## config.mk

```make
export PLATFORM = sky130hd
export DESIGN_NAME = json_string_escaper_utf8_sanitizer_core
export DESIGN_NICKNAME = d
export VERILOG_FILES = /design/src/rtl/jsesc_pkg.sv /design/src/rtl/jsesc_front.sv /design/src/rtl/jsesc_queue.sv /design/src/rtl/jsesc_back.sv /design/src/rtl/json_string_escaper_utf8_sanitizer_core.sv
export SDC_FILE = /design/constraint.sdc
export NUM_CORES = 1
export LEC_CHECK = 0
export BUFFER_PORTS_ARGS = -buffer_cell sky130_fd_sc_hd__buf_2
export CORE_AREA = 4 4 255 132
export DETAILED_ROUTE_END_ITERATION = 10
export DIE_AREA = 0 0 259 136
export GPL_TIMING_DRIVEN = 1
export PLACE_DENSITY = 0.54
export SYNTH_ARGS = -nofsm -noshare
export SYNTH_HDL_FRONTEND = slang
export SYNTH_HIERARCHICAL = 1
export SYNTH_SLANG_ARGS = --single-unit
```

## constraint.sdc

```tcl
create_clock -name aclk -period 6.1 [get_ports aclk]
set_input_delay 1.22 -clock aclk [delete_from_list [all_inputs] [get_ports aclk]]
set_output_delay 1.22 -clock aclk [all_outputs]
set_load 0.01 [all_outputs]
```

## src/rtl/jsesc_pkg.sv

```systemverilog
// Shared types, character codes and constants for the JSON string escaper.
package jsesc_pkg;

    // Depth of the job queue between the classifier and the emitter
    localparam int JSESC_QUEUE_DEPTH = 4;

    // Character codes
    localparam logic [7:0] CH_QUOTE  = 8'h22;
    localparam logic [7:0] CH_BSLASH = 8'h5C;
    localparam logic [7:0] CH_LF     = 8'h0A;
    localparam logic [7:0] CH_CR     = 8'h0D;
    localparam logic [7:0] CH_TAB    = 8'h09;
    localparam logic [7:0] CH_BS     = 8'h08;
    localparam logic [7:0] CH_FF     = 8'h0C;
    localparam logic [7:0] CH_LC_N   = 8'h6E;
    localparam logic [7:0] CH_LC_R   = 8'h72;
    localparam logic [7:0] CH_LC_T   = 8'h74;
    localparam logic [7:0] CH_LC_B   = 8'h62;
    localparam logic [7:0] CH_LC_F   = 8'h66;
    localparam logic [7:0] CH_LC_U   = 8'h75;
    localparam logic [7:0] CH_ZERO   = 8'h30;
    localparam logic [7:0] CH_LC_A   = 8'h61;
    localparam logic [7:0] CH_SPACE  = 8'h20;

    // "\ufffd", element 0 goes out first
    localparam int         REPL_LEN = 6;
    localparam logic [REPL_LEN-1:0][7:0] REPL_SEQ =
        {8'h64, 8'h66, 8'h66, 8'h66, CH_LC_U, CH_BSLASH};

    // UTF-8 sequence lengths
    localparam logic [2:0] SEQ_LEN_2 = 3'd2;
    localparam logic [2:0] SEQ_LEN_3 = 3'd3;
    localparam logic [2:0] SEQ_LEN_4 = 3'd4;

    // One request's worth of output, as the emitter walks it:
    // opening quote, n_repl replacement sequences, body bytes, closing quote.
    typedef struct packed {
        logic            open_quote;
        logic [2:0]      n_repl;
        logic [2:0]      body_len;
        logic [5:0][7:0] body;
        logic            close_quote;
    } job_t;

    // Emitter position
    typedef enum logic [2:0] {
        PH_IDLE,
        PH_OPEN,
        PH_REPL,
        PH_BODY,
        PH_CLOSE
    } phase_t;

    function automatic logic [7:0] hex_digit(input logic [3:0] n);
        hex_digit = (n < 4'd10) ? (CH_ZERO + {4'd0, n}) : (CH_LC_A + {4'd0, n} - 8'd10);
    endfunction

endpackage

```

## src/rtl/jsesc_front.sv

```systemverilog
// Classifier: tracks open UTF-8 sequences and turns each input request that produces output into a job.
module jsesc_front (
    input  logic                 aclk,
    input  logic                 aresetn,
    input  logic                 in_valid,
    output logic                 in_ready,
    input  logic [7:0]           src_byte,
    input  logic                 first_byte,
    input  logic                 last_byte,
    input  logic                 empty_string,
    output logic                 push_valid,
    input  logic                 push_ready,
    output jsesc_pkg::job_t      push_job
);
    import jsesc_pkg::*;

    logic [7:0] held_bytes_reg [3];
    logic [1:0] held_count_reg, held_count_next;
    logic [2:0] exp_len_reg, exp_len_next;

    logic       held_wr_en;
    logic [1:0] held_wr_idx;
    logic       accept;
    logic       has_out;
    job_t       job;

    logic [5:0][7:0] esc_body;
    logic [2:0]      esc_len;

    assign in_ready = push_ready;
    assign accept   = in_valid & in_ready;

    // ASCII escaping of the current byte
    always_comb begin
        esc_body    = '0;
        esc_len     = 3'd2;
        esc_body[0] = CH_BSLASH;
        case (src_byte)
            CH_QUOTE:  esc_body[1] = CH_QUOTE;
            CH_BSLASH: esc_body[1] = CH_BSLASH;
            CH_LF:     esc_body[1] = CH_LC_N;
            CH_CR:     esc_body[1] = CH_LC_R;
            CH_TAB:    esc_body[1] = CH_LC_T;
            CH_BS:     esc_body[1] = CH_LC_B;
            CH_FF:     esc_body[1] = CH_LC_F;
            default: begin
                if (src_byte < CH_SPACE) begin
                    esc_len     = 3'd6;
                    esc_body[1] = CH_LC_U;
                    esc_body[2] = CH_ZERO;
                    esc_body[3] = CH_ZERO;
                    esc_body[4] = hex_digit(src_byte[7:4]);
                    esc_body[5] = hex_digit(src_byte[3:0]);
                end else begin
                    esc_len     = 3'd1;
                    esc_body[0] = src_byte;
                end
            end
        endcase
    end

    always_comb begin
        logic [1:0] hc;
        logic [2:0] el;
        logic       do_fresh;
        logic [2:0] pre;
        job             = '0;
        held_count_next = held_count_reg;
        exp_len_next    = exp_len_reg;
        held_wr_en      = 1'b0;
        held_wr_idx     = 2'd0;
        hc              = held_count_reg;
        el              = exp_len_reg;
        do_fresh        = 1'b0;
        pre             = 3'd0;
        if (empty_string) begin
            job.open_quote  = 1'b1;
            job.close_quote = 1'b1;
            held_count_next = 2'd0;
            exp_len_next    = 3'd0;
        end else begin
            if (first_byte) begin
                hc = 2'd0;
                el = 3'd0;
            end
            job.open_quote  = first_byte;
            held_count_next = hc;
            exp_len_next    = el;
            if (hc == 2'd0) begin
                do_fresh = 1'b1;
            end else if (src_byte[7:6] == 2'b10) begin
                if (({1'b0, hc} + 3'd1) >= el) begin
                    // sequence complete: copy it out
                    job.body[0]     = held_bytes_reg[0];
                    job.body[1]     = (hc > 2'd1) ? held_bytes_reg[1] : src_byte;
                    job.body[2]     = (hc > 2'd2) ? held_bytes_reg[2] : src_byte;
                    job.body[3]     = src_byte;
                    job.body_len    = {1'b0, hc} + 3'd1;
                    held_count_next = 2'd0;
                    exp_len_next    = 3'd0;
                end else if (hc < 2'd3) begin
                    held_wr_en      = 1'b1;
                    held_wr_idx     = hc;
                    held_count_next = hc + 2'd1;
                end else begin
                    pre             = {1'b0, hc};
                    do_fresh        = 1'b1;
                    held_count_next = 2'd0;
                    exp_len_next    = 3'd0;
                end
            end else begin
                // non-continuation: replace what is held, then retry the byte
                pre             = {1'b0, hc};
                do_fresh        = 1'b1;
                held_count_next = 2'd0;
                exp_len_next    = 3'd0;
            end

            if (do_fresh) begin
                if (!src_byte[7]) begin
                    job.body     = esc_body;
                    job.body_len = esc_len;
                end else if (src_byte[7:5] == 3'b110) begin
                    held_wr_en      = 1'b1;
                    held_count_next = 2'd1;
                    exp_len_next    = SEQ_LEN_2;
                end else if (src_byte[7:4] == 4'b1110) begin
                    held_wr_en      = 1'b1;
                    held_count_next = 2'd1;
                    exp_len_next    = SEQ_LEN_3;
                end else if (src_byte[7:3] == 5'b11110) begin
                    held_wr_en      = 1'b1;
                    held_count_next = 2'd1;
                    exp_len_next    = SEQ_LEN_4;
                end else begin
                    job.body     = REPL_SEQ;
                    job.body_len = 3'(REPL_LEN);
                end
            end

            if (last_byte) begin
                // cut-off sequence: one replacement per held byte
                job.n_repl      = pre + {1'b0, held_count_next};
                job.close_quote = 1'b1;
                held_count_next = 2'd0;
                exp_len_next    = 3'd0;
            end else begin
                job.n_repl = pre;
            end
        end
    end

    assign has_out    = job.open_quote | job.close_quote |
                        (job.n_repl != 3'd0) | (job.body_len != 3'd0);
    assign push_valid = in_valid & has_out;
    assign push_job   = job;

    always_ff @(posedge aclk) begin
        if (!aresetn) begin
            held_count_reg <= 2'd0;
            exp_len_reg    <= 3'd0;
        end else if (accept) begin
            held_count_reg <= held_count_next;
            exp_len_reg    <= exp_len_next;
        end
    end

    always_ff @(posedge aclk) begin
        if (accept && held_wr_en) begin
            held_bytes_reg[held_wr_idx] <= src_byte;
        end
    end

endmodule

```

## src/rtl/jsesc_queue.sv

```systemverilog
// Small job queue between the classifier and the emitter.
module jsesc_queue #(
    parameter int DEPTH = jsesc_pkg::JSESC_QUEUE_DEPTH
) (
    input  logic             aclk,
    input  logic             aresetn,
    input  logic             push_valid,
    output logic             push_ready,
    input  jsesc_pkg::job_t  push_job,
    output logic             pop_valid,
    input  logic             pop_ready,
    output jsesc_pkg::job_t  pop_job
);
    import jsesc_pkg::*;

    localparam int PW = (DEPTH > 1) ? $clog2(DEPTH) : 1;
    localparam int CW = $clog2(DEPTH + 1);

    job_t          slots_reg [DEPTH];
    logic [PW-1:0] wr_ptr_reg, rd_ptr_reg;
    logic [CW-1:0] count_reg;
    logic          do_push, do_pop;

    assign push_ready = (count_reg != CW'(DEPTH));
    assign pop_valid  = (count_reg != '0);
    assign pop_job    = slots_reg[rd_ptr_reg];
    assign do_push    = push_valid & push_ready;
    assign do_pop     = pop_valid & pop_ready;

    always_ff @(posedge aclk) begin
        if (!aresetn) begin
            wr_ptr_reg <= '0;
            rd_ptr_reg <= '0;
            count_reg  <= '0;
        end else begin
            if (do_push) begin
                wr_ptr_reg <= (wr_ptr_reg == PW'(DEPTH - 1)) ? '0 : wr_ptr_reg + PW'(1);
            end
            if (do_pop) begin
                rd_ptr_reg <= (rd_ptr_reg == PW'(DEPTH - 1)) ? '0 : rd_ptr_reg + PW'(1);
            end
            if (do_push && !do_pop) begin
                count_reg <= count_reg + CW'(1);
            end else if (do_pop && !do_push) begin
                count_reg <= count_reg - CW'(1);
            end
        end
    end

    always_ff @(posedge aclk) begin
        if (do_push) begin
            slots_reg[wr_ptr_reg] <= push_job;
        end
    end

endmodule

```

## src/rtl/jsesc_back.sv

```systemverilog
// Emitter: walks the head job one output byte per cycle into the output register while the output is not stalled.
module jsesc_back (
    input  logic             aclk,
    input  logic             aresetn,
    input  logic             job_valid,
    output logic             job_pop,
    input  jsesc_pkg::job_t  job,
    output logic             m_tvalid,
    input  logic             m_tready,
    output logic [7:0]       m_tdata,
    output logic             m_tlast
);
    import jsesc_pkg::*;

    phase_t     phase_reg, phase_next;
    logic [1:0] rep_reg, rep_next;
    logic [2:0] idx_reg, idx_next;

    phase_t     cur_phase;
    logic [1:0] cur_rep;
    logic [2:0] cur_idx;
    logic       done;
    logic [7:0] cur_byte;

    logic       m_tvalid_reg;
    logic [7:0] m_tdata_reg;
    logic       m_tlast_reg;
    logic       step;

    assign step    = (!m_tvalid_reg || m_tready) && job_valid;
    assign job_pop = step && done;

    // Position of the byte loaded into the output register this cycle
    always_comb begin
        if (phase_reg == PH_IDLE) begin
            cur_rep = 2'd0;
            cur_idx = 3'd0;
            if (job.open_quote) begin
                cur_phase = PH_OPEN;
            end else if (job.n_repl != 3'd0) begin
                cur_phase = PH_REPL;
            end else if (job.body_len != 3'd0) begin
                cur_phase = PH_BODY;
            end else begin
                cur_phase = PH_CLOSE;
            end
        end else begin
            cur_phase = phase_reg;
            cur_rep   = rep_reg;
            cur_idx   = idx_reg;
        end
    end

    // Next position
    always_comb begin
        phase_next = cur_phase;
        rep_next   = cur_rep;
        idx_next   = cur_idx;
        done       = 1'b0;
        case (cur_phase)
            PH_OPEN: begin
                rep_next = 2'd0;
                idx_next = 3'd0;
                if (job.n_repl != 3'd0) begin
                    phase_next = PH_REPL;
                end else if (job.body_len != 3'd0) begin
                    phase_next = PH_BODY;
                end else if (job.close_quote) begin
                    phase_next = PH_CLOSE;
                end else begin
                    done = 1'b1;
                end
            end
            PH_REPL: begin
                if (cur_idx != 3'(REPL_LEN - 1)) begin
                    idx_next = cur_idx + 3'd1;
                end else if (({1'b0, cur_rep} + 3'd1) < job.n_repl) begin
                    rep_next = cur_rep + 2'd1;
                    idx_next = 3'd0;
                end else if (job.body_len != 3'd0) begin
                    phase_next = PH_BODY;
                    idx_next   = 3'd0;
                end else if (job.close_quote) begin
                    phase_next = PH_CLOSE;
                end else begin
                    done = 1'b1;
                end
            end
            PH_BODY: begin
                if ((cur_idx + 3'd1) < job.body_len) begin
                    idx_next = cur_idx + 3'd1;
                end else if (job.close_quote) begin
                    phase_next = PH_CLOSE;
                end else begin
                    done = 1'b1;
                end
            end
            default: begin
                done = 1'b1;
            end
        endcase
        if (done) begin
            phase_next = PH_IDLE;
        end
    end

    // Byte for the current position
    always_comb begin
        case (cur_phase)
            PH_REPL: cur_byte = REPL_SEQ[cur_idx];
            PH_BODY: cur_byte = job.body[cur_idx];
            default: cur_byte = CH_QUOTE;
        endcase
    end

    always_ff @(posedge aclk) begin
        if (!aresetn) begin
            phase_reg    <= PH_IDLE;
            rep_reg      <= 2'd0;
            idx_reg      <= 3'd0;
            m_tvalid_reg <= 1'b0;
        end else begin
            if (step) begin
                phase_reg    <= phase_next;
                rep_reg      <= rep_next;
                idx_reg      <= idx_next;
                m_tvalid_reg <= 1'b1;
            end else if (m_tready) begin
                m_tvalid_reg <= 1'b0;
            end
        end
    end

    always_ff @(posedge aclk) begin
        if (step) begin
            m_tdata_reg <= cur_byte;
            m_tlast_reg <= done;
        end
    end

    assign m_tvalid = m_tvalid_reg;
    assign m_tdata  = m_tdata_reg;
    assign m_tlast  = m_tlast_reg;

endmodule

```

## src/rtl/json_string_escaper_utf8_sanitizer_core.sv

```systemverilog
// Top level of the JSON string escaper with UTF-8 sanitizing.
//
// Takes one raw string byte per request on the s_ side and sends the quoted,
// escaped JSON text on the m_ side, one byte per request. The first byte of
// a string brings the opening quote, the last byte the closing quote; an
// empty-string request gives two quotes. ASCII gets the usual JSON escapes
// (\" \\ \n \r \t \b \f, \u00xx for other control codes). A UTF-8 lead byte
// and its continuation bytes are held until the sequence is complete and
// then copied out; a bad lead byte, a broken sequence or one cut off by the
// end of the string becomes \ufffd for each held byte. m_tlast marks the
// last output byte caused by each input request; a request whose byte is only
// held and that brings no quote produces no output at all. Overlong forms and
// surrogates pass unchecked.
// Rate: the classifier takes one input request per cycle while the queue has
// room. The emitter sends one output byte per cycle while a job is queued and
// m_tready is high; a request produces 1 output byte for a plain byte, 2 for
// a short escape, 6 for \u00xx or \ufffd and up to 25 with quotes and
// replacements. A queue of QUEUE_DEPTH jobs sits between the two; s_tready
// drops only while that queue is full.
module json_string_escaper_utf8_sanitizer_core #(
    parameter int QUEUE_DEPTH = jsesc_pkg::JSESC_QUEUE_DEPTH
) (
    input  logic       aclk,
    input  logic       aresetn,
    // input requests
    input  logic       s_tvalid,
    output logic       s_tready,
    input  logic [7:0] s_tdata,   // [7:0] src_byte
    input  logic [1:0] s_tuser,   // [0] first_byte, [1] empty_string
    input  logic       s_tlast,   // last_byte
    // output requests
    output logic       m_tvalid,
    input  logic       m_tready,
    output logic [7:0] m_tdata,   // [7:0] out_byte
    output logic       m_tlast    // run_end
);
    import jsesc_pkg::*;

    // classifier -> queue
    logic push_valid, push_ready;
    job_t push_job;
    // queue -> emitter
    logic pop_valid, pop_ready;
    job_t pop_job;

    jsesc_front u_front (
        .aclk         (aclk),
        .aresetn      (aresetn),
        .in_valid     (s_tvalid),
        .in_ready     (s_tready),
        .src_byte     (s_tdata),
        .first_byte   (s_tuser[0]),
        .last_byte    (s_tlast),
        .empty_string (s_tuser[1]),
        .push_valid   (push_valid),
        .push_ready   (push_ready),
        .push_job     (push_job)
    );

    jsesc_queue #(
        .DEPTH (QUEUE_DEPTH)
    ) u_queue (
        .aclk       (aclk),
        .aresetn    (aresetn),
        .push_valid (push_valid),
        .push_ready (push_ready),
        .push_job   (push_job),
        .pop_valid  (pop_valid),
        .pop_ready  (pop_ready),
        .pop_job    (pop_job)
    );

    // emitter pops the head job as its last byte is loaded
    jsesc_back u_back (
        .aclk      (aclk),
        .aresetn   (aresetn),
        .job_valid (pop_valid),
        .job_pop   (pop_ready),
        .job       (pop_job),
        .m_tvalid  (m_tvalid),
        .m_tready  (m_tready),
        .m_tdata   (m_tdata),
        .m_tlast   (m_tlast)
    );

endmodule
```

## Yosys cells after proc, flatten, opt, wreduce, memory -nomap -nowiden

Memory sizes are Yosys's and may differ from the RTL's. A register that Yosys moved wholly into a read port is not among the register bits.
Cells that the tools add are included.
Widths: inputs -> output; s select.

- Bits in writable memories: 248
- Bits of input ports: 15
- Memories kept: 3
- Register bits: 30
- Word-level logic and storage cells: 208
- ROM bits: 64

- Reductions and logical operators: 19
- $add $sub $neg: 16
- Equal/unequal tests: 18
- Bitwise operators: 7
- Multiplexer cells: 124
- $lt $le $gt $ge: 10

Memories:

| name | depth | bits a word | rd ports | clocked after Yosys merged registers in | write ports | RTL line | RTL |
|---|---|---|---|---|---|---|---|
| u_queue.slots_reg | 4 | 56 | 1 | 1 | 1 | jsesc_queue.sv:19 | `job_t slots_reg [DEPTH];` |
| (no name shown) | 8 | 8 | 1 | 0 | 0 | jsesc_back.sv:110 | `PH_REPL: cur_byte = REPL_SEQ[cur_idx];` |
| u_front.held_bytes_reg | 3 | 8 | 3 | 0 | 1 | jsesc_front.sv:17 | `logic [7:0] held_bytes_reg [3];` |

Operators by type and width:

| operator | number |
|---|---|
| $mux 51 | 5 |
| $mux 32 | 4 |
| $mux 3 | 41 |
| $pmux 8 s7 | 1 |
| $mux 2 | 27 |
| $mux 54 | 1 |
| $mux 8 | 6 |
| $eq 8x4->1 const B | 5 |
| $mux 40 | 1 |
| $mux 1 | 30 |
| $bmux 8 s3 | 1 |
| $pmux 3 s3 | 2 |
| $add 7x4->8 const A | 2 |
| $pmux 8 s2 | 1 |
| $sub 8x4->8 const B | 2 |
| $reduce_bool 3->1 | 5 |
| $add 6x4->7 const A | 2 |
| $mux 7 | 2 |
| $add 2x1->2 const B | 4 |
| $eq 8x6->1 const B | 1 |
| $eq 8x7->1 const B | 1 |
| $lt 4x4->1 const B | 2 |
| $lt 8x6->1 const B | 1 |
| $reduce_or 7->1 | 1 |
| other kinds (27) | 46 |

## Logic depth before layout (Yosys ltp)

Gate-level depths: netlist of the first run.

- Word-level depth: 25
- Gate-level depth with buffers: 25

## Hierarchy

Netlist of the first run, hierarchy kept.

By module, submodules not included:

| module | seq. area each (um2) | area each (um2) | instances | cells an instance |
|---|---|---|---|---|
| jsesc_queue | 6,906.6 | 8,549.4 | 1 | 343 |
| jsesc_front | 820.8 | 2,463.6 | 1 | 309 |
| jsesc_back | 450.4 | 1,707.9 | 1 | 235 |

## Worst setup path before layout of the first run

Ideal clock, no wire load.

- Path type: input to register
- Start: input s_tuser[0]
- End: register u_queue.count_reg[2]
- Path slack: 0.165 ns
- Required time: 6.024 ns
- Stages on the path: 23
- Arrival time: 5.859 ns
- Library setup time: 0.076 ns
- Cell sequence: nor2b_1 > clkbuf_1 > inv_1 > ha_1 > inv_1 > ha_1 > a21oi_1 > o21a_1 > clkbuf_1 > a32oi_1 > or2_2 > fa_1 > inv_1 > a21oi_1 > a21oi_1 > o41a_1 > and2_4 > ha_1 > inv_1 > fa_1 > xor2_1 > or3_2 > a21boi_0

RTL lines:

| item | RTL line | RTL |
|---|---|---|
| start: declaration | json_string_escaper_utf8_sanitizer_core.sv:29 | `input logic [1:0] s_tuser,` |
| end signal: assignment | jsesc_queue.sv:43 | `count_reg <= count_reg + CW'(1);` |
| end signal: assignment | jsesc_queue.sv:45 | `count_reg <= count_reg - CW'(1);` |
| end: declaration | jsesc_queue.sv:21 | `logic [CW-1:0] count_reg;` |

==> out/summary.md, run 1 <==
The share of cells above drive strength 1 was 18.6%. Slowest stage cell on the critical path: or3_2. The number of antenna violations at the first check in global routing was 0. At the later pin of the worst-skew pair, clock insertion delay measures 0.54 ns. For the worst setup path, the data required time is 6.56 ns. The area of the core is 0.0314 mm^2, and the boundary pin count is 26. The total overflow left after global routing is 0.

The run gives 7514 as the via count of the first global-routing pass. Root buffer cell: clkbuf_16. The tools report the number of maximum-capacitance violations as 0. The run gives 887 as the post-synthesis cell count.

The kind of path behind the tightest hold check is flop to flop. Once the floorplan was initialized, standard cells occupied 40.6% of the core. For the final sum of negative setup slack, the log shows 0 ns. The tools report the first-pass iteration count of the detailed router as 5. The minimum clock period works out to 5.51 ns.

The top cell types in the final layout, fill and taps aside, are edfxtp_1 (257), nand2_1 (88), mux4_2 (56). The mapped netlist covers 0.0127 mm^2. The signal on the critical path passes through buf_2 -> nor2b_2 -> ha_1 -> inv_1 -> ha_1 -> nand2_1 -> o21a_1 -> a311oi_1 -> inv_1 -> ha_1 -> inv_1 -> fa_1 -> inv_1 -> a21oi_1 -> a21oi_1 -> o41a_1 -> and2_4 -> ha_1 -> inv_1 -> fa_1 -> xor2_1 -> or3_2 -> a21boi_0. In the final design database the tool counted 961 nets. The worst setup path is launched from an input pin. Dividing total power by cell area gives a power density of 343 mW/mm^2. The sum of buffers and inverters on the critical path is 6. At the end of routability-driven placement, the weighted congestion stood at 0.829. The first global-routing pass estimated 47100 um of wire.

In this run the deepest clock path goes through 3 buffers. The worst pin sits at a relative slew slack of 20.8%. The wire length per cell is 22.6 um, and the number of inserted filler cells in the final layout is 2780. Setup violations remaining at the end of the flow were counted as 0. For the final count of hold timing violations, the log shows 0.

After clock tree synthesis, the repair step resized 0 gates. The tools report the arrival time reported for the critical path endpoint as 5.98 ns. The most numerous cell type found on the critical path is inv_1. In the routed layout, each cell is associated on average with a via count of 5.63. For this design the static power due to leakage is 0.00478 uW.

The sum of routed wire length over all layers came out at 31000 um. After synthesis, the share of flip-flops with an asynchronous set or reset is 0%. In this design, the stage delay of the slowest critical-path cell is 0.42 ns. Setup repair after global routing left no endpoint under its margin.

Grouping stages by cell kind, the critical path spends the most delay in adder cells. The number of hold buffers added after CTS was 0; the flip-flop count of the largest register after layout was 224. The top achievable clock speed is 181 MHz, and the vias after detailed routing is 7727. From synthesis to final layout, the design area changed by 12.4%. The worst-path maximum fanout is 8.

The share of the Yosys chip area taken by registers is 64.3%. Entering global routing, the biggest net connects 57 pins. The most used flip-flop cell after synthesis is edfxtp_1. Library cell with the largest summed area after synthesis: edfxtp_1. The count of nets left with antenna violations once routing finished came out at 0.

The run finished with clean final reports. The tools report the post-detailed-placement cell area as 0.0134 mm^2. Counting every sink on the clock net gives 280.

Cells fill 45.6% of the core in the end. Leaving out fill and tap cells, the most frequent cell in the layout is edfxtp_1. The number of levels the H-tree was split into is 1, and the residual DRC count is 0. Clock tree synthesis inserted a total of 27 buffers.

After clock tree synthesis, the clock-pin slew on the worst setup and hold paths is 0.06 ns. In this run the mean area of a mapped cell was 14.3 um^2. Ranked by total cell area, the synthesized netlist is headed by edfxtp_1 (61%), mux4_2 (9.9%), dfxtp_1 (3.6%). Detailed placement ended at an HPWL of 20300 um. The die is 259 um wide. At the pin with the least slew margin, the transition time is 1.18 ns. The buffers inserted during post-CTS setup optimization was 0; the final cell area excluding filler cells was 0.0143 mm^2. Row generation in the floorplan step produced 46 rows. The worst path uses 90.4% of the clock period. The portion of synthesized cell area occupied by the leading cell type is 60.7%, and the largest clock skew in the final design is 0.0114 ns. The run gives 0.150 mV as the maximum ir drop on the vdd rail. The count of flip-flops with a built-in enable after synthesis is 257, and the number of pins exceeding their max-slew limit in the final report is 0. In this run, distinct cell masters in the synthesized netlist total 81. For this block, the initial DRC count from the detailed router was 761. The die is 136 um tall. The number of I/O port buffers was 25. The logs give 6 for the count of synthesis-stage warnings from yosys and 17.6% for the total track usage. The register bit total from synthesis was 280. The endpoint type of the worst setup path was a flop.

The die covers 0.0352 mm^2. TritonCTS built the clock tree. The critical path is of the input pin to flop type.
## final cells by class
type                       count  area [um^2]  area share, %
clock buffer                  34          702           4.91
tap                          432          541           3.78
inverter                      37          144           1.01
multi-input combinational    523         4170           29.2
sequential                   280         8180           57.2
clock inverter                14          173           1.21
antenna                        1         2.50         0.0175
timing repair buffer          51          383           2.68
## kinds of logic (layout without fill, tap and decap cells)
| kind of cell | count (synthesis) | count (layout) | synth area share (%) |
|---|---|---|---|
| adder cells (fa/ha/maj) | 26 | 26 | 2.68 |
| buffers and inverters | 86 | 136 | 3.06 |
| other | 1 | 4 | 0.0295 |
| multiplexers | 67 | 67 | 10.8 |
| flip-flops | 280 | 280 | 64.3 |
| XOR/XNOR | 5 | 5 | 0.344 |
| AO/OA/AOI/OAI | 180 | 180 | 9.43 |
| AND/OR/NAND/NOR | 242 | 242 | 9.37 |
## worst min-delay path, stage by stage, from the launching register on
cell,delay [ns]
dfxtp_1,0.30
nand2_1,0.05
a21boi_0,0.06
## cells in the mapped netlist (9+ instances only)
master	instances
a21oi_1	43
o21ai_0	41
clkbuf_1	26
o22ai_1	10
and2_1	11
nand2b_1	11
nor3_1	16
buf_4	9
nand2_1	88
mux2i_1	9
inv_1	35
dfxtp_1	23
nor2b_1	12
buf_2	10
ha_1	24
mux4_2	56
nand3_1	16
nor2_1	45
edfxtp_1	257
## worst paths after layout
kind	from	endpoint	slack, ns	cells after the start
worst min-delay path	u_front/exp_len_reg[0]$_SDFFE_PN0P_	u_front/exp_len_reg[0]$_SDFFE_PN0P_	0.46	2
worst max register to register	u_front/held_count_reg[1]$_SDFFE_PN0P_	u_queue/count_reg[2]$_SDFFE_PN0P_	0.98	23
worst max-delay path	s_tuser[0]	u_queue/count_reg[2]$_SDFFE_PN0P_	0.59	23
worst min register to register	u_front/exp_len_reg[0]$_SDFFE_PN0P_	u_front/exp_len_reg[0]$_SDFFE_PN0P_	0.46	2
## through the flow
stage               setup slack [ns]  instances  power (uW)  hold WS [ns]
floorplan                      0.165        889        2940         0.439
global placement               0.292       1323        3240         0.457
detailed placement             0.131       1323        3260         0.454
CTS                            0.691       1371        4940         0.463
global route                   0.278       1371        5120         0.481
finish                         0.588       1372        4900         0.459
## routing by layer
layer | global-route usage, % | wire length (um) | vias up
met1 | 27.5 | 15300 | 3903
met2 | 25.4 | 12800 | 282
met4 | 2.75 | 469 | 0
met5 | 0 | 0 | -
li1 | - | - | 3504
met3 | 4.39 | 2480 | 38
## where the power goes
| part | internal [uW] | total [uW] | switching [uW] |
|---|---|---|---|
| Clock | 982 | 1680 | 703 |
| Sequential | 2300 | 2360 | 63.1 |
| Combinational | 292 | 861 | 569 |
| Total | 3570 | 4900 | 1330 |
No activity file was read; power rests on OpenSTA's default activity.
==> inputs of run 2 (changes only) <==
CORE_AREA = 4 4 182 184   (was 4 4 255 132)
DIE_AREA = 0 0 186 188   (was 0 0 259 136)
PLACE_DENSITY = 0.53   (was 0.54)
==> out/summary.md, run 2 (synthesis gave the netlist of run 1 again) <==
The setup-violating endpoint count in the final report is 0, and the worst-path maximum fanout is 8. The final cell area excluding filler cells was 0.0143 mm^2. The number of antenna violations at the first check in global routing was 0. In this run the horizontal extent of the chip is 186 um. The kind of path behind the tightest hold check was flop to flop.

The flip-flop count of the largest register after layout works out to 224. The normalized max-slew margin came out at 23.9%. The quantity of gates resized following cts is 0.

The boundary pin count is 26. After clock tree synthesis, the clock-pin slew on the worst setup and hold paths is 0.06 ns. Counting the buffers created by CTS gives 30. The region available for standard cell placement spans 0.0314 mm^2. STA puts the critical path data required time at 6.57 ns. At the later pin of the worst-skew pair, clock insertion delay measures 0.55 ns. The clock drives 280 sinks. The library cell appearing most often on the critical path is inv_1.

Across all setup checks in the final design, the least slack found is 0.656 ns. The die is 188 um tall. The tools report the via count of the first global-routing pass as 7797. The congestion estimate from routability-driven global placement came to 0.833.

For the final antenna-violating net count, the log shows 0. The number of levels the H-tree was split into came out at 1. Among cell families on the critical path, the largest total delay comes from adder cells.

STA classifies the critical path endpoint as a flop. Setup repair after global routing left no endpoint under its margin. Across the run, the number of max-cap violations was 0. Together, buffers and inverters on the worst path number 6.

The leakage power was 0.00482 uW. The run gives 0 as the final count of hold timing violations. After the last flow step, the layout net total stands at 964. The kind of start point of the critical path was an input pin. Timing would allow up to 184 MHz. The detailed router placed 7590 vias in this run. Traced cell by cell, the critical path runs through buf_2 -> nor2b_2 -> ha_1 -> inv_1 -> ha_1 -> nand2_1 -> o21a_1 -> a311oi_1 -> inv_1 -> ha_1 -> inv_1 -> fa_1 -> inv_1 -> a21oi_1 -> a21oi_1 -> o41a_1 -> and2_4 -> ha_1 -> inv_1 -> fa_1 -> xor2_1 -> or3_2 -> a21boi_0. The smallest clock period supported by the final layout is computed as 5.44 ns. In the layout the commonest cells are edfxtp_1 (257), nand2_1 (88), mux4_2 (56). The ratio of total power to cell area is 342 mW/mm^2.

The residual DRC count is 0, and the share of cells above drive strength 1 is 19.6%. The run gives 57 as the pin count of the biggest net entering global routing. The run gives 40.5% as the starting density of the core. The maximum root-to-sink buffer count was 3.

The area growth from synthesis to layout is 12.4%. Leading cell type in the layout, fill and taps excluded: edfxtp_1. met2 is the most crowded layer.

The first global-routing pass estimated 46300 um of wire. For the worst setup path, the data arrival time is 5.91 ns. The critical path is of the input pin to flop type. Maximum ir drop on the vdd rail: 0.235 mV. The tree is rooted in a clkbuf_16. Power comes to 4900 uW.

The slowest stage cell on the critical path is fa_1. Clock skew on the completed layout was measured at 0.0105 ns. The transition time at the pin with the least slew margin is 1.13 ns. The number of pins exceeding their max-slew limit in the final report is 0. At the placement stage, the worst setup path has a slack of 0.122 ns. TritonCTS built the clock tree. In this run the cell area measured after placement is 0.0134 mm^2. For this run, the slowest stage of the critical path takes 0.41 ns. Number of core rows: 65.

The final sum of negative setup slack is 0 ns. The tools report the sum of routed wire length over all layers as 29500 um. Global routing used 17.1% of the available tracks across all layers. The number of I/O port buffers works out to 25. The run finished with clean final reports. The number of hold buffers added after CTS was 0. Summed over all layers, the global routing overflow is 0. For this run, the detailed router's first-pass iteration total came to 5.

The run gives 2.37% as the met3 demand-to-capacity share in global routing. The average via count per standard cell was 5.63. For the met1 track utilization from global routing, the log shows 25.8%. The die area is 0.0350 mm^2, and the estimated wirelength of the detail-placed design is 19300 um.

The run gives 0 as the buffers inserted during post-CTS setup optimization. After the first detailed-routing iteration, the DRC count stood at 641. The wire length per cell was 21.8 um; the fraction of the cycle the final worst path needs was 89.2%. The number of antenna diodes in the final layout is 0. Global routing consumed, on the met2 layer, 26.8% of the routing resources.
==> run 2: changes by cell type in the layout (fill, tap and decap cells not counted) <==
| cell | before | now |
|---|---|---|
| clkinv_2 | 2 | 10 |
| bufinv_16 | 4 | 0 |
| clkbuf_16 | 27 | 31 |
| clkbuf_8 | 0 | 4 |
| clkinv_1 | 6 | 3 |
| buf_12 | 5 | 4 |
| buf_4 | 21 | 22 |
| diode_2 | 1 | 0 |
| inv_6 | 1 | 0 |
==> run 2: path summary, 6_finish.rpt <==
check	startpoint	to	slack (ns)	cells after the start
setup / recovery	s_tuser[0]	u_queue/count_reg[2]$_SDFFE_PN0P_	0.66	23
hold / removal	u_front/exp_len_reg[0]$_SDFFE_PN0P_	u_front/exp_len_reg[0]$_SDFFE_PN0P_	0.47	2
setup reg to reg	u_back/phase_reg[2]$_SDFFE_PN0P_	u_queue/count_reg[2]$_SDFFE_PN0P_	0.96	20
hold reg to reg	u_front/exp_len_reg[0]$_SDFFE_PN0P_	u_front/exp_len_reg[0]$_SDFFE_PN0P_	0.47	2
==> run 2: per-stage QoR <==
stage / hold slack [ns] / std cells / utilization [%]
global placement: 0.457 / 1293 / 42.6
global route: 0.518 / 1349 / 45.5
finish: 0.466 / 1349 / 45.5
detailed placement: 0.460 / 1293 / 42.6
floorplan: 0.439 / 889 / -
CTS: 0.468 / 1349 / 45.5
==> run 2: layout make-up <==
type	count	area [um^2]
Fill cell	2799	17100
Timing Repair Buffer	51	370
Clock buffer	42	857
Clock inverter	14	72.6
Inverter	37	144
Sequential cell	280	8180
Multi-Input combinational cell	523	4170
Tap cell	402	503
==> run 2: power breakdown <==
part	internal (uW)	leakage [uW]	switching (uW)	total (uW)
registers	2300	0.00261	47.4	2340
logic	301	0.00175	568	869
clock network	974	0.000462	708	1680
total	3570	0.00482	1320	4900
==> run 2: routing by layer <==
metal / part of all wire [%] / up-vias
met2: 47 / 198
met3: 5.2 / 45
met5: 0 / -
met4: 1.7 / 0
met1: 46 / 3845
li1: - / 3502
==> run 2: worst reg2reg max path, cell delays in order (launching register included) <==
cell and delay [ns]:
dfxtp_1 0.30, buf_4 0.18, or3_4 0.50, nand2_1 0.40, inv_1 0.24, ha_1 0.38, inv_1 0.06, ha_1 0.26
o21ai_0 0.20, a41oi_2 0.06, nor2_2 0.22, o32a_1 0.24, o21ai_2 0.09, and2_1 0.23, o31ai_1 0.19, ha_1 0.30
inv_1 0.06, fa_1 0.37, xor2_1 0.18, or3_2 0.41, a21boi_0 0.18
